[config.mk]
export PLATFORM = sky130hd
export DESIGN_NAME = sbd_gain_mem
export DESIGN_NICKNAME = d
export VERILOG_FILES = /design/src/hw/rtl/sbd_pkg.sv /design/src/hw/rtl/sbd_gain_mem.sv
export SDC_FILE = /design/constraint.sdc
export NUM_CORES = 1
export LEC_CHECK = 0
export BUFFER_PORTS_ARGS = -buffer_cell sky130_fd_sc_hd__clkbuf_2
export CAP_MARGIN = 20
export CORE_ASPECT_RATIO = 0.75
export CORE_MARGIN = 8
export CORE_UTILIZATION = 30
export CTS_CLUSTER_SIZE = 14
export DETAILED_ROUTE_END_ITERATION = 6
export PLACE_DENSITY_LB_ADDON = 0.08
export SYNTH_ARGS = -nofsm -noshare
export SYNTH_HDL_FRONTEND = slang
export SYNTH_SLANG_ARGS = --single-unit
[constraint.sdc]
create_clock -name clk_i -period 4.8 [get_ports clk_i]
set_input_delay 0.72 -clock clk_i [delete_from_list [all_inputs] [get_ports clk_i]]
set_output_delay 0.72 -clock clk_i [all_outputs]
set_load 0.01 [all_outputs]
[src/hw/rtl/sbd_pkg.sv]
// Shared types and constants of the sponge boundary damper.
// Used by every module in hw/rtl; depends on nothing else.

package sbd_pkg;

  // Gain entries are unsigned Q1.16 values.
  localparam int unsigned GAIN_BITS = 17;
  localparam int unsigned FRAC_BITS = 16;

  // Configuration register widths.
  localparam int unsigned LAYER_BITS = 6;
  localparam int unsigned SIZE_BITS  = 13;

  // Load requests carry a fixed 6-bit entry index.
  localparam int unsigned ENTRY_BITS = 6;

  // Configuration port.
  localparam int unsigned CFG_IDX_BITS  = 3;
  localparam int unsigned CFG_DATA_BITS = 13;

  localparam logic [CFG_IDX_BITS-1:0] CFG_LAYER_COUNT  = 3'd0;
  localparam logic [CFG_IDX_BITS-1:0] CFG_INTERIOR_NX  = 3'd1;
  localparam logic [CFG_IDX_BITS-1:0] CFG_INTERIOR_NY  = 3'd2;
  localparam logic [CFG_IDX_BITS-1:0] CFG_INTERIOR_NZ  = 3'd3;
  localparam logic [CFG_IDX_BITS-1:0] CFG_FREE_SURFACE = 3'd4;

  // Register values after reset.
  localparam logic [LAYER_BITS-1:0] LAYER_COUNT_RST = 6'd20;
  localparam logic [SIZE_BITS-1:0]  INTERIOR_RST    = 13'd4096;

  // Request operation codes.
  localparam logic OP_LOAD = 1'b0;
  localparam logic OP_DAMP = 1'b1;

  // Faces in the order their gains are applied.
  localparam int unsigned NUM_FACES = 6;
  localparam int unsigned FACE_X_LO = 0;
  localparam int unsigned FACE_X_HI = 1;
  localparam int unsigned FACE_Y_LO = 2;
  localparam int unsigned FACE_Y_HI = 3;
  localparam int unsigned FACE_Z_LO = 4;
  localparam int unsigned FACE_Z_HI = 5;

  // Per-sample face selection and the gains read for it.
  typedef struct packed {
    logic [NUM_FACES-1:0]                take;
    logic [NUM_FACES-1:0][GAIN_BITS-1:0] gain;
  } gain_set_t;

  // Low and high layer hits of one axis.
  typedef struct packed {
    logic lo_take;
    logic hi_take;
  } axis_hit_t;

endpackage

[src/hw/rtl/sbd_gain_mem.sv]
// Gain table copy: one write port and two registered read ports.
// Depends on sbd_pkg for the gain width.

module sbd_gain_mem #(
  parameter int unsigned DEPTH = 64,
  parameter int unsigned AW    = 6
) (
  input  logic                           clk_i,
  input  logic                           we_i,
  input  logic [AW-1:0]                  waddr_i,
  input  logic [sbd_pkg::GAIN_BITS-1:0]  wdata_i,
  input  logic                           re_i,
  input  logic [AW-1:0]                  raddr0_i,
  input  logic [AW-1:0]                  raddr1_i,
  output logic [sbd_pkg::GAIN_BITS-1:0]  rdata0_o,
  output logic [sbd_pkg::GAIN_BITS-1:0]  rdata1_o
);

  logic [sbd_pkg::GAIN_BITS-1:0] mem_q [DEPTH];
  logic [sbd_pkg::GAIN_BITS-1:0] rdata0_q;
  logic [sbd_pkg::GAIN_BITS-1:0] rdata1_q;

  // Write port.
  always_ff @(posedge clk_i) begin
    if (we_i) begin
      mem_q[waddr_i] <= wdata_i;
    end
  end

  // Read ports; data holds while the consumer is stalled.
  always_ff @(posedge clk_i) begin
    if (re_i) begin
      rdata0_q <= mem_q[raddr0_i];
      rdata1_q <= mem_q[raddr1_i];
    end
  end

  assign rdata0_o = rdata0_q;
  assign rdata1_o = rdata1_q;

endmodule

==> metrics.cfg <==
[outcome]
status = complete, no violations

[worst_setup_path]
crit_arrival_ns = 3.85
cp_common_cell = buf_4
cpMaxStageDelayCell = buf_4
required_ns = 5.31
max_stage_delay_ns = 0.55
reg2regPathDepth = 4
start_kind = primary input
worst-setup-path-type = in2reg
critPathMaxFanout = 70
r2r-end = rdata1_o[12]$_DFFE_PP_
rrSetupSlack_ns = 2.11
worstReg2RegStart = mem_q[53][12]$_DFFE_PP_
crit_path_cell_trace = buf_8 > buf_4 > buf_4 > mux4_2 > mux2i_1 > a22oi_1 > and4_1
end_kind = flip-flop

[sta]
fin_setup_tns_ns = 0
max_slew_margin = 0.05153
timing.final.ws_setup_ns = 1.457
finalHoldViolations = 0
fin_skew_ns = 0.03421
rsz0062_at_grt = false
finalSetupViolCount = 0
max_freq_ghz = 0.2991
worst_slew_pin_slew_ns = 1.423
final.period_utilization = 0.6965
min_period_ns = 3.343
slew_viol_final = 0
whs_ns = 0.4462

[die]
core_mm2 = 0.1721
die_area_mm2 = 0.1863
initial_utilization = 0.3009
fp.dieH_um = 375.8
ios = 72
die_w_um = 495.7
fp-row-count = 132

[run]
maxCapViolCount = 0

[placement]
place_ws_ns = 0.5686
port_buffers = 71
dp.cells = 4832
place.gp.congestion = 0.8126
post-dp-hpwl_mm = 128.6

[synth]
ys_ff_latch = 1122
yosys.area_share.simple = 0.02121
yosysSeqAreaShare = 0.6507
synth.distinct_cells = 46
syn_nets = 2564
synthCells = 2526
netlist_area_mm2 = 0.05178
syn_area_per_cell_um2 = 20.50
synthAdderAreaFrac = 0
synth_top_family_by_area = multiplexers
synthXorXnorAreaFrac = 0
synth_compound_area_frac = 0.02769
synth_warnings = 0
synth.area.mux_share = 0.2799

[clocking]
clockBufferDepth = 3
root_buffer = clkbuf_16
numClockSinks = 1122
ctsHoldBuffers = 0
postCtsSetupRepairBufs = 0
clkSlewWorstSetupHoldPaths_ns = 0.06
cts_buffers = 120
htree_levels = 3
clk_latency_ns = 0.77
cts_tree = built
post_cts_resized = 0

[grt]
grt_first_pass_wirelength_mm = 265.7
grt_usage = 0.2075
grt_use_met3 = 0.03603
antenna_found_initial = 26
met2_usage = 0.3136
overflow = 0
grt_use_met1 = 0.3134
grt_max_degree = 71
grt_pass1_vias = 29030
grt.busiest_layer = met2

[worst_hold_path]
whs_path_depth = 1
hold_path_end = mem_q[28][4]$_DFFE_PP_
worst_hold_path_type = in2reg
min_from = wdata_i[4]

[finish]
drive_gt1_frac = 0.3682
fillers = 16020
seq_area_mm2 = 0.03369
syn_to_final_growth_pct = 15.14
multi_input_area_mm2 = 0.01738
fin_nets = 2717
fin_cells = 5075

[pwr]
ir_worst_vdd_uv = 264.8
power.density_mw_per_mm2 = 371.8
leakage_nw = 18.68

[drt]
drc = 0
drt_wl_total_mm = 196.8
drtIter0Drc = 3423
first_pass_iters = 5
routedWlPerCell_um = 38.77
antenna_left = 0
route.vias.total = 28840
via_per_inst = 5.683

[layout by cell type (no fill, tap or decap), types with 4 or more instances in the layout]
cell	synthesis	routed
and2_1	5	5
nor2_4	0	33
o32ai_1	4	4
buf_12	0	22
clkinv_1	0	38
mux2_2	49	49
buf_4	30	131
mux2i_1	232	232
clkbuf_2	0	62
o22ai_1	13	13
buf_8	1	6
diode_2	0	13
bufinv_16	0	10
nand3b_1	4	4
o211ai_1	12	12
o211a_1	4	4
nand3_1	17	17
a31o_2	4	4
and4_1	13	13
nor2b_1	18	18
clkbuf_1	58	33
nor3_1	20	17
a221oi_1	14	14
a22oi_1	106	106
and3_1	5	5
nand2_1	49	49
a311oi_1	4	4
nand2b_1	4	4
nor2_2	0	30
a21oi_1	4	4
edfxtp_1	1122	1122
nor2_1	74	11
o21ai_0	5	5
mux4_2	516	516
clkinv_2	0	20
clkbuf_16	0	123
[synthesized netlist by cell type, drive strengths merged]
master   number  share of area
edfxtp     1122           0.65
mux4        516           0.22
mux2i       232          0.045
buf         137          0.016
a22oi       106          0.015
nor2         74         0.0054
clkbuf       58         0.0042
mux2         49          0.011
nand2        49         0.0036
nor3         20         0.0019
nor2b        18         0.0022
nand3        17         0.0016
a221oi       14         0.0024
and4         13         0.0022
o22ai        13         0.0016
o211ai       12         0.0017
o21ai         7        0.00068
and2          5        0.00060
and3          5        0.00060
a21oi         4        0.00039
a311oi        4        0.00068
a31o          4        0.00068
nand2b        4        0.00048
nand3b        4        0.00058
nor3b         4        0.00068
o211a         4        0.00077
o32ai         4        0.00068
a2111oi       3        0.00087
a22o          3        0.00051
a32oi         3        0.00051
o2111ai       3        0.00051
or3           3        0.00036
a31oi         2        0.00024
inv           2        0.00015
nand4         2        0.00024
or3b          2        0.00034
a211oi        1        0.00015
and3b         1        0.00017
nand4b        1        0.00017
or2           1        0.00012
[worst max-delay path by stage]
stage                 from                endpoint  slack, ns  cells past startpoint
2_1_floorplan   waddr_i[3]  mem_q[48][0]$_DFFE_PP_       1.98                      4
4_1_cts        raddr1_i[0]   rdata1_o[1]$_DFFE_PP_       1.42                      6
5_1_grt        raddr1_i[0]   rdata1_o[1]$_DFFE_PP_       1.41                      6
3_3_place_gp   raddr1_i[0]   rdata1_o[1]$_DFFE_PP_       0.56                      6
6_report       raddr0_i[2]  rdata0_o[16]$_DFFE_PP_       1.46                      7
3_5_place_dp   raddr1_i[0]   rdata1_o[1]$_DFFE_PP_       0.57                      6
[flip-flops by register name, indices dropped and copies added (netlist names)]
signal	flops
rdata1_o	17
mem_q	1088
rdata0_o	17
[worst max-delay path: cells and delay by family]
family                 cells  cell delay (ns)
buffers and inverters      3             1.36
AND/OR/NAND/NOR            1             0.33
multiplexers               2             0.81
AO/OA/AOI/OAI              1             0.33
[final cells by class]
cell class / count / area share
timing repair buffer: 226 / 0.03160
tap: 2278 / 0.04781
sequential: 1122 / 0.5651
inverter: 2 / 0.0001259
antenna: 13 / 0.0005456
clock buffer: 156 / 0.05370
clock inverter: 71 / 0.009549
multi-input combinational: 1207 / 0.2916
[through the flow]
stage | total power, mW | util | cell area (um2)
CTS | 22.41 | 0.3460 | 59540
global placement | 13.18 | 0.3239 | 55740
detailed placement | 13.19 | 0.3240 | 55770
finish | 22.17 | 0.3464 | 59620
floorplan | 12.17 | - | 51780
global route | 22.79 | 0.3463 | 59590
[metal layers]
| layer | routed length (um) | vias to the layer above |
|---|---|---|
| met3 | 12240 | 193 |
| met5 | 35 | - |
| met1 | 92250 | 16130 |
| met4 | 4662 | 8 |
| met2 | 87580 | 1166 |
| li1 | - | 11350 |
[logic make-up (layout without fill, tap and decap cells)]
family / Yosys count / after routing
multiplexers: 797 / 797
AO/OA/AOI/OAI: 187 / 187
AND/OR/NAND/NOR: 223 / 223
buffers and inverters: 197 / 455
other: 0 / 13
flip-flops: 1122 / 1122
[where the power goes]
group | switching [mW] | internal (mW)
clock | 4.01 | 5.20
combinational | 1.27 | 0.727
sequential | 0.0683 | 10.9
total | 5.35 | 16.8
Power figures use the tool's default switching activity.
