[src/hw/rtl/sbd_pkg.sv]
// Shared types and constants of the sponge boundary damper.
// Used by every module in hw/rtl; depends on nothing else.

package sbd_pkg;

  // Gain entries are unsigned Q1.16 values.
  localparam int unsigned GAIN_BITS = 17;
  localparam int unsigned FRAC_BITS = 16;

  // Configuration register widths.
  localparam int unsigned LAYER_BITS = 6;
  localparam int unsigned SIZE_BITS  = 13;

  // Load requests carry a fixed 6-bit entry index.
  localparam int unsigned ENTRY_BITS = 6;

  // Configuration port.
  localparam int unsigned CFG_IDX_BITS  = 3;
  localparam int unsigned CFG_DATA_BITS = 13;

  localparam logic [CFG_IDX_BITS-1:0] CFG_LAYER_COUNT  = 3'd0;
  localparam logic [CFG_IDX_BITS-1:0] CFG_INTERIOR_NX  = 3'd1;
  localparam logic [CFG_IDX_BITS-1:0] CFG_INTERIOR_NY  = 3'd2;
  localparam logic [CFG_IDX_BITS-1:0] CFG_INTERIOR_NZ  = 3'd3;
  localparam logic [CFG_IDX_BITS-1:0] CFG_FREE_SURFACE = 3'd4;

  // Register values after reset.
  localparam logic [LAYER_BITS-1:0] LAYER_COUNT_RST = 6'd20;
  localparam logic [SIZE_BITS-1:0]  INTERIOR_RST    = 13'd4096;

  // Request operation codes.
  localparam logic OP_LOAD = 1'b0;
  localparam logic OP_DAMP = 1'b1;

  // Faces in the order their gains are applied.
  localparam int unsigned NUM_FACES = 6;
  localparam int unsigned FACE_X_LO = 0;
  localparam int unsigned FACE_X_HI = 1;
  localparam int unsigned FACE_Y_LO = 2;
  localparam int unsigned FACE_Y_HI = 3;
  localparam int unsigned FACE_Z_LO = 4;
  localparam int unsigned FACE_Z_HI = 5;

  // Per-sample face selection and the gains read for it.
  typedef struct packed {
    logic [NUM_FACES-1:0]                take;
    logic [NUM_FACES-1:0][GAIN_BITS-1:0] gain;
  } gain_set_t;

  // Low and high layer hits of one axis.
  typedef struct packed {
    logic lo_take;
    logic hi_take;
  } axis_hit_t;

endpackage

[src/hw/rtl/sbd_face.sv]
// One face of the damping chain: magnitude multiply, then rounding and
// saturation, as two pipeline stages with valid/ready flow control.
// Depends on sbd_pkg for the gain set type and the fixed-point format.

module sbd_face #(
  parameter int unsigned FACE        = 0,
  parameter int unsigned SAMPLE_BITS = 32
) (
  input  logic                          clk_i,
  input  logic                          rst_ni,
  input  logic                          valid_i,
  output logic                          ready_o,
  input  logic signed [SAMPLE_BITS-1:0] sample_i,
  input  sbd_pkg::gain_set_t            set_i,
  output logic                          valid_o,
  input  logic                          ready_i,
  output logic signed [SAMPLE_BITS-1:0] sample_o,
  output sbd_pkg::gain_set_t            set_o
);

  localparam int unsigned PW = SAMPLE_BITS + sbd_pkg::GAIN_BITS;
  localparam int unsigned RW = PW + 1 - sbd_pkg::FRAC_BITS;
  localparam logic [PW:0]   HALF_LSB = (PW + 1)'(1) << (sbd_pkg::FRAC_BITS - 1);
  localparam logic [RW-1:0] MAX_POS  = {3'b000, {(SAMPLE_BITS - 1){1'b1}}};
  localparam logic [RW-1:0] MIN_MAG  = {2'b00, 1'b1, {(SAMPLE_BITS - 1){1'b0}}};

  // Stage A: product of magnitude and gain.
  logic                          a_v_q;
  logic                          a_take_q;
  logic                          a_neg_q;
  logic [PW-1:0]                 a_prod_q;
  logic signed [SAMPLE_BITS-1:0] a_sample_q;
  sbd_pkg::gain_set_t            a_set_q;

  // Stage B: rounded, saturated result.
  logic                          b_v_q;
  logic signed [SAMPLE_BITS-1:0] b_sample_q;
  sbd_pkg::gain_set_t            b_set_q;
  logic signed [SAMPLE_BITS-1:0] b_sample_d;

  logic                          a_en;
  logic                          b_en;
  logic [SAMPLE_BITS-1:0]        mag;
  logic [PW-1:0]                 prod;
  logic [PW:0]                   rnd;
  logic [RW-1:0]                 r;

  // A stage takes a new request when empty or when it drains forward.
  assign b_en    = !b_v_q || ready_i;
  assign a_en    = !a_v_q || b_en;
  assign ready_o = a_en;

  // Magnitude of the two's complement sample; the most negative value maps to 2^(N-1).
  always_comb begin
    mag  = sample_i[SAMPLE_BITS-1] ? (~sample_i + 1'b1) : sample_i;
    prod = PW'(mag) * PW'(set_i.gain[FACE]);
  end

  always_ff @(posedge clk_i or negedge rst_ni) begin
    if (!rst_ni) begin
      a_v_q <= 1'b0;
    end else if (a_en) begin
      a_v_q <= valid_i;
    end
  end

  always_ff @(posedge clk_i) begin
    if (a_en) begin
      a_take_q   <= set_i.take[FACE];
      a_neg_q    <= sample_i[SAMPLE_BITS-1];
      a_prod_q   <= prod;
      a_sample_q <= sample_i;
      a_set_q    <= set_i;
    end
  end

  // Round to nearest at the fraction point, ties away from zero, then saturate.
  always_comb begin
    rnd = (PW + 1)'(a_prod_q) + HALF_LSB;
    r   = rnd[PW:sbd_pkg::FRAC_BITS];
    if (!a_take_q) begin
      b_sample_d = a_sample_q;
    end else if (a_neg_q) begin
      if (r >= MIN_MAG) begin
        b_sample_d = {1'b1, {(SAMPLE_BITS - 1){1'b0}}};
      end else begin
        b_sample_d = ~r[SAMPLE_BITS-1:0] + 1'b1;
      end
    end else begin
      if (r > MAX_POS) begin
        b_sample_d = {1'b0, {(SAMPLE_BITS - 1){1'b1}}};
      end else begin
        b_sample_d = r[SAMPLE_BITS-1:0];
      end
    end
  end

  always_ff @(posedge clk_i or negedge rst_ni) begin
    if (!rst_ni) begin
      b_v_q <= 1'b0;
    end else if (b_en) begin
      b_v_q <= a_v_q;
    end
  end

  always_ff @(posedge clk_i) begin
    if (b_en) begin
      b_sample_q <= b_sample_d;
      b_set_q    <= a_set_q;
    end
  end

  assign valid_o  = b_v_q;
  assign sample_o = b_sample_q;
  assign set_o    = b_set_q;

endmodule

[config.mk]
export PLATFORM = sky130hd
export DESIGN_NAME = sbd_face
export DESIGN_NICKNAME = d
export VERILOG_FILES = /design/src/hw/rtl/sbd_pkg.sv /design/src/hw/rtl/sbd_face.sv
export SDC_FILE = /design/constraint.sdc
export NUM_CORES = 2
export LEC_CHECK = 0
export BUFFER_PORTS_ARGS = -buffer_cell sky130_fd_sc_hd__buf_4
export CORE_ASPECT_RATIO = 1.1
export CORE_MARGIN = 1
export CORE_UTILIZATION = 45
export CTS_CLUSTER_DIAMETER = 80
export DETAILED_ROUTE_END_ITERATION = 10
export HOLD_SLACK_MARGIN = 0.08
export PLACE_DENSITY = 0.64
export SLEW_MARGIN = 20
export SYNTH_ARGS = -nofsm -noshare
export SYNTH_HDL_FRONTEND = slang
export SYNTH_SLANG_ARGS = --single-unit
[constraint.sdc]
create_clock -name clk_i -period 14.2 [get_ports clk_i]
set_input_delay 2.84 -clock clk_i [delete_from_list [all_inputs] [get_ports clk_i]]
set_output_delay 2.84 -clock clk_i [all_outputs]
set_load 0.1 [all_outputs]
==> flow_summary.toml <==
[timing]
max_freq_mhz = 86.8
finalHoldViolations = 0
unrepaired_setup_endpoints_after_global_routing = "false"
finalSetupTns_ns = 0
final-max-slew-violation-count = 0
fin_skew_ns = 0.0260
tightest_slew_ns = 1.21
setup_violation_total_in_the_final_timing_report = 0
portion_of_the_clock_cycle_consumed_by_the_worst_path_in_the_final_layout_pct = 81.2
post-route-worst-setup-slack_ns = 2.68
timing.max_slew.rel_slack_pct = 17.5
hold_ws_ns = 0.414
fin_crit_period_ns = 11.52

[min_path]
min_delay_path_depth = 0
hold_class = "flip-flop to flip-flop"

[yosys]
cell_type_with_the_largest_total_area_after_synthesis = "sky130_fd_sc_hd__edfxtp_1"
postSynthCellCount = 2682
post_synth_fa_ha_maj_area_fraction_pct = 36.1
synth.lib_cells_used.distinct = 83
synth.top_cells.by_area = "sky130_fd_sc_hd__edfxtp_1, sky130_fd_sc_hd__fa_1, sky130_fd_sc_hd__inv_1"
syn_area_mm2 = 0.0291
synth_xor_xnor_area_share_pct = 2.83
ys_async_sr_fraction_pct = 0.633
synth_top_family_by_area = "adder cells"
synth_edf_count = 314
dominantRegCellSynth = "sky130_fd_sc_hd__edfxtp_1"
synth.top_cell.area_share_pct = 32.4
syn_avg_cell_area_um2 = 10.8
synthesis.nets = 3398
synth_seq_cells = 316
synth_seq_area_share_pct = 32.6
yosysWarningCount = 0
synth_compound_area_share_pct = 5.37
synth-simple-area-share_pct = 14.3
synth.mux.area_fraction_pct = 0.361

[final_layout]
drive_gt1_share_pct = 14.0
final_nets = 3623
areaGrowthSynthToFinish_pct = 13.7
n_antenna_cell = 0

[detailed_routing]
drt_drc_violations_left = 0
detail_route.iter0.violations = 1407
drt_pre_antenna_iters = 5
wl_per_cell_um = 20.5
routed_via_density = 5.37
antenna_violating_nets_post_route = 0
routed_wirelength_um = 77300
route.vias.total = 20200

[worst_setup_path]
cpMaxStageDelayCell = "sky130_fd_sc_hd__a2111oi_0"
cp_data_arrival_time_ns = 11.83
critical_path_required_ns = 14.50
reg2reg_slack_ns = 10.14
crit_path_max_fanout = 17
cp-end-kind = "flip-flop"
critical-path-max-stage-delay_ns = 1.01
timing.setup.critical_path_class = "input port to flip-flop"
cp_common_cell = "sky130_fd_sc_hd__fa_1"
r2r_cells = 9
worstSetupStartpointType = "input port"

[global_route]
grt_pass1_vias = 21600
globalRouteMet1Util_pct = 30.9
use_met3_pct = 2.93
grt_max_degree = 65
global_route.usage.total_pct = 23.8
global_route_wire_length_before_repair_um = 121000
grt_antenna_before_repair = 1
global_route.peak_usage_layer = "met2"
grt_overflow = 0
global_route_met2_usage_pct = 41.7

[die]
io_pins = 286
fp.coreArea_mm2 = 0.0638
fp.dieArea_mm2 = 0.0657
num_rows = 97
chipWidth_um = 244
chipHeight_um = 269
initial_utilization_pct = 45.6

[clock_tree]
cts.path.max_buffers = 3
post-cts-setup-buffer-count = 0
cts_tree = "yes"
clock_sink_count = 316
cts-buffers-inserted = 27
cts_hold_buf = 0
cts_repair_resize_count = 0
clock_latency_ns = 0.56
clockRootBuffer = "sky130_fd_sc_hd__clkbuf_16"
clkTransAtPathRegs_ns = 0.07
clock_tree.htree_level_count = 1

[placement]
place.gp.congestion = 0.927
place_hpwl_um = 57400
place_worst_setup_slack_ns = 2.29
buffer_ports.inserted = 285

[outcome]
status = "finished, final reports clean"

[run]
cap_violations = 0
==> final cells by class <==
| cell class | instances | area, um2 |
|---|---|---|
| Clock buffer | 29 | 683 |
| Clock inverter | 20 | 259 |
| Fill cell | 5620 | 30800 |
| Inverter | 513 | 1930 |
| Multi-Input combinational cell | 1726 | 17200 |
| Sequential cell | 316 | 9480 |
| Tap cell | 841 | 1050 |
| Timing Repair Buffer | 323 | 2440 |
==> through the flow <==
stage               utilization (%)  cells  area [um2]
floorplan                         -   2682       29100
global placement               50.3   3718       32100
detailed placement             50.3   3719       32100
CTS                            51.8   3768       33100
global route                   51.8   3768       33100
finish                         51.8   3768       33100
==> synth_stat cells (all sizes together), types with 3 or more instances <==
library cell / number
nor4: 10
a211oi: 8
nand3b: 4
ha: 125
o211ai: 4
a22oi: 5
or3: 14
or4: 5
o21a: 6
buf: 11
nand2b: 7
a41o: 3
inv: 512
a31oi: 13
clkbuf: 116
nand4: 35
a221oi: 7
mux2: 4
and2: 218
mux2i: 6
and3: 27
o41ai: 3
nor2b: 7
a211o: 3
a21o: 30
nand3: 36
o31ai: 12
xor2: 25
a21oi: 44
edfxtp: 314
xnor2: 69
a31o: 9
and4: 11
nor2: 32
o21bai: 3
o2111ai: 3
nor3: 22
o221ai: 3
fa: 447
or2: 4
nand2: 383
o21ai: 50
==> critical path: cells and delay by family <==
family	cells	cell delay (ns)
AOI/OAI and AO/OA	4	1.80
xor gates and xnor gates	2	0.27
adders and majority gates	7	3.46
buffers and inverters	7	0.64
and+or+nand+nor	8	2.80
==> flip-flops by register name, summed over array words and instances (netlist names) <==
signal      flops
valid_o         1
set_o         108
a_v_q           1
a_prod_q       34
a_set_q       108
sample_o       32
a_neg_q         1
a_sample_q     31
==> cell families after synthesis <==
| kind of cell | count (synthesis) |
|---|---|
| compound gates | 227 |
| simple gates | 823 |
| buf+inv | 640 |
| xor+xnor | 94 |
| mux | 10 |
| flops | 316 |
| fa+ha+maj | 572 |
==> path summary, 6_finish.rpt <==
kind	to	from
worst max-delay path	a_prod_q[47]	sample_i[13]
worst min-delay path	set_o[1]	a_set_q[1]
worst max register to register	sample_o[7]	a_prod_q[15]
worst min register to register	set_o[1]	a_set_q[1]
max in group asynchronous	a_v_q	rst_ni
min in group asynchronous	valid_o	rst_ni
==> layer usage <==
layer  share of wire (%)  up-vias
met4                 2.6        0
met1                  40    10300
met5                   0        -
met2                  50      854
met3                 7.2      141
li1                    -     8934
==> cells in the final DEF (no fill, tap or decap), types with 11 or more instances in the layout <==
master	instances
sky130_fd_sc_hd__a21o_1	30
sky130_fd_sc_hd__a21oi_1	44
sky130_fd_sc_hd__a31oi_1	13
sky130_fd_sc_hd__and2_1	218
sky130_fd_sc_hd__and3_1	25
sky130_fd_sc_hd__buf_4	322
sky130_fd_sc_hd__clkbuf_16	27
sky130_fd_sc_hd__edfxtp_1	314
sky130_fd_sc_hd__fa_1	447
sky130_fd_sc_hd__ha_1	125
sky130_fd_sc_hd__inv_1	512
sky130_fd_sc_hd__nand2_1	383
sky130_fd_sc_hd__nand3_1	36
sky130_fd_sc_hd__nand4_1	33
sky130_fd_sc_hd__nor2_1	32
sky130_fd_sc_hd__nor3_1	22
sky130_fd_sc_hd__o21ai_0	50
sky130_fd_sc_hd__o31ai_1	11
sky130_fd_sc_hd__or3_1	12
sky130_fd_sc_hd__xnor2_1	65
sky130_fd_sc_hd__xor2_1	25
Power is left out: the tool's default activity adds up to more than one toggle a clock period on the data nets, which glitch-free logic cannot reach.
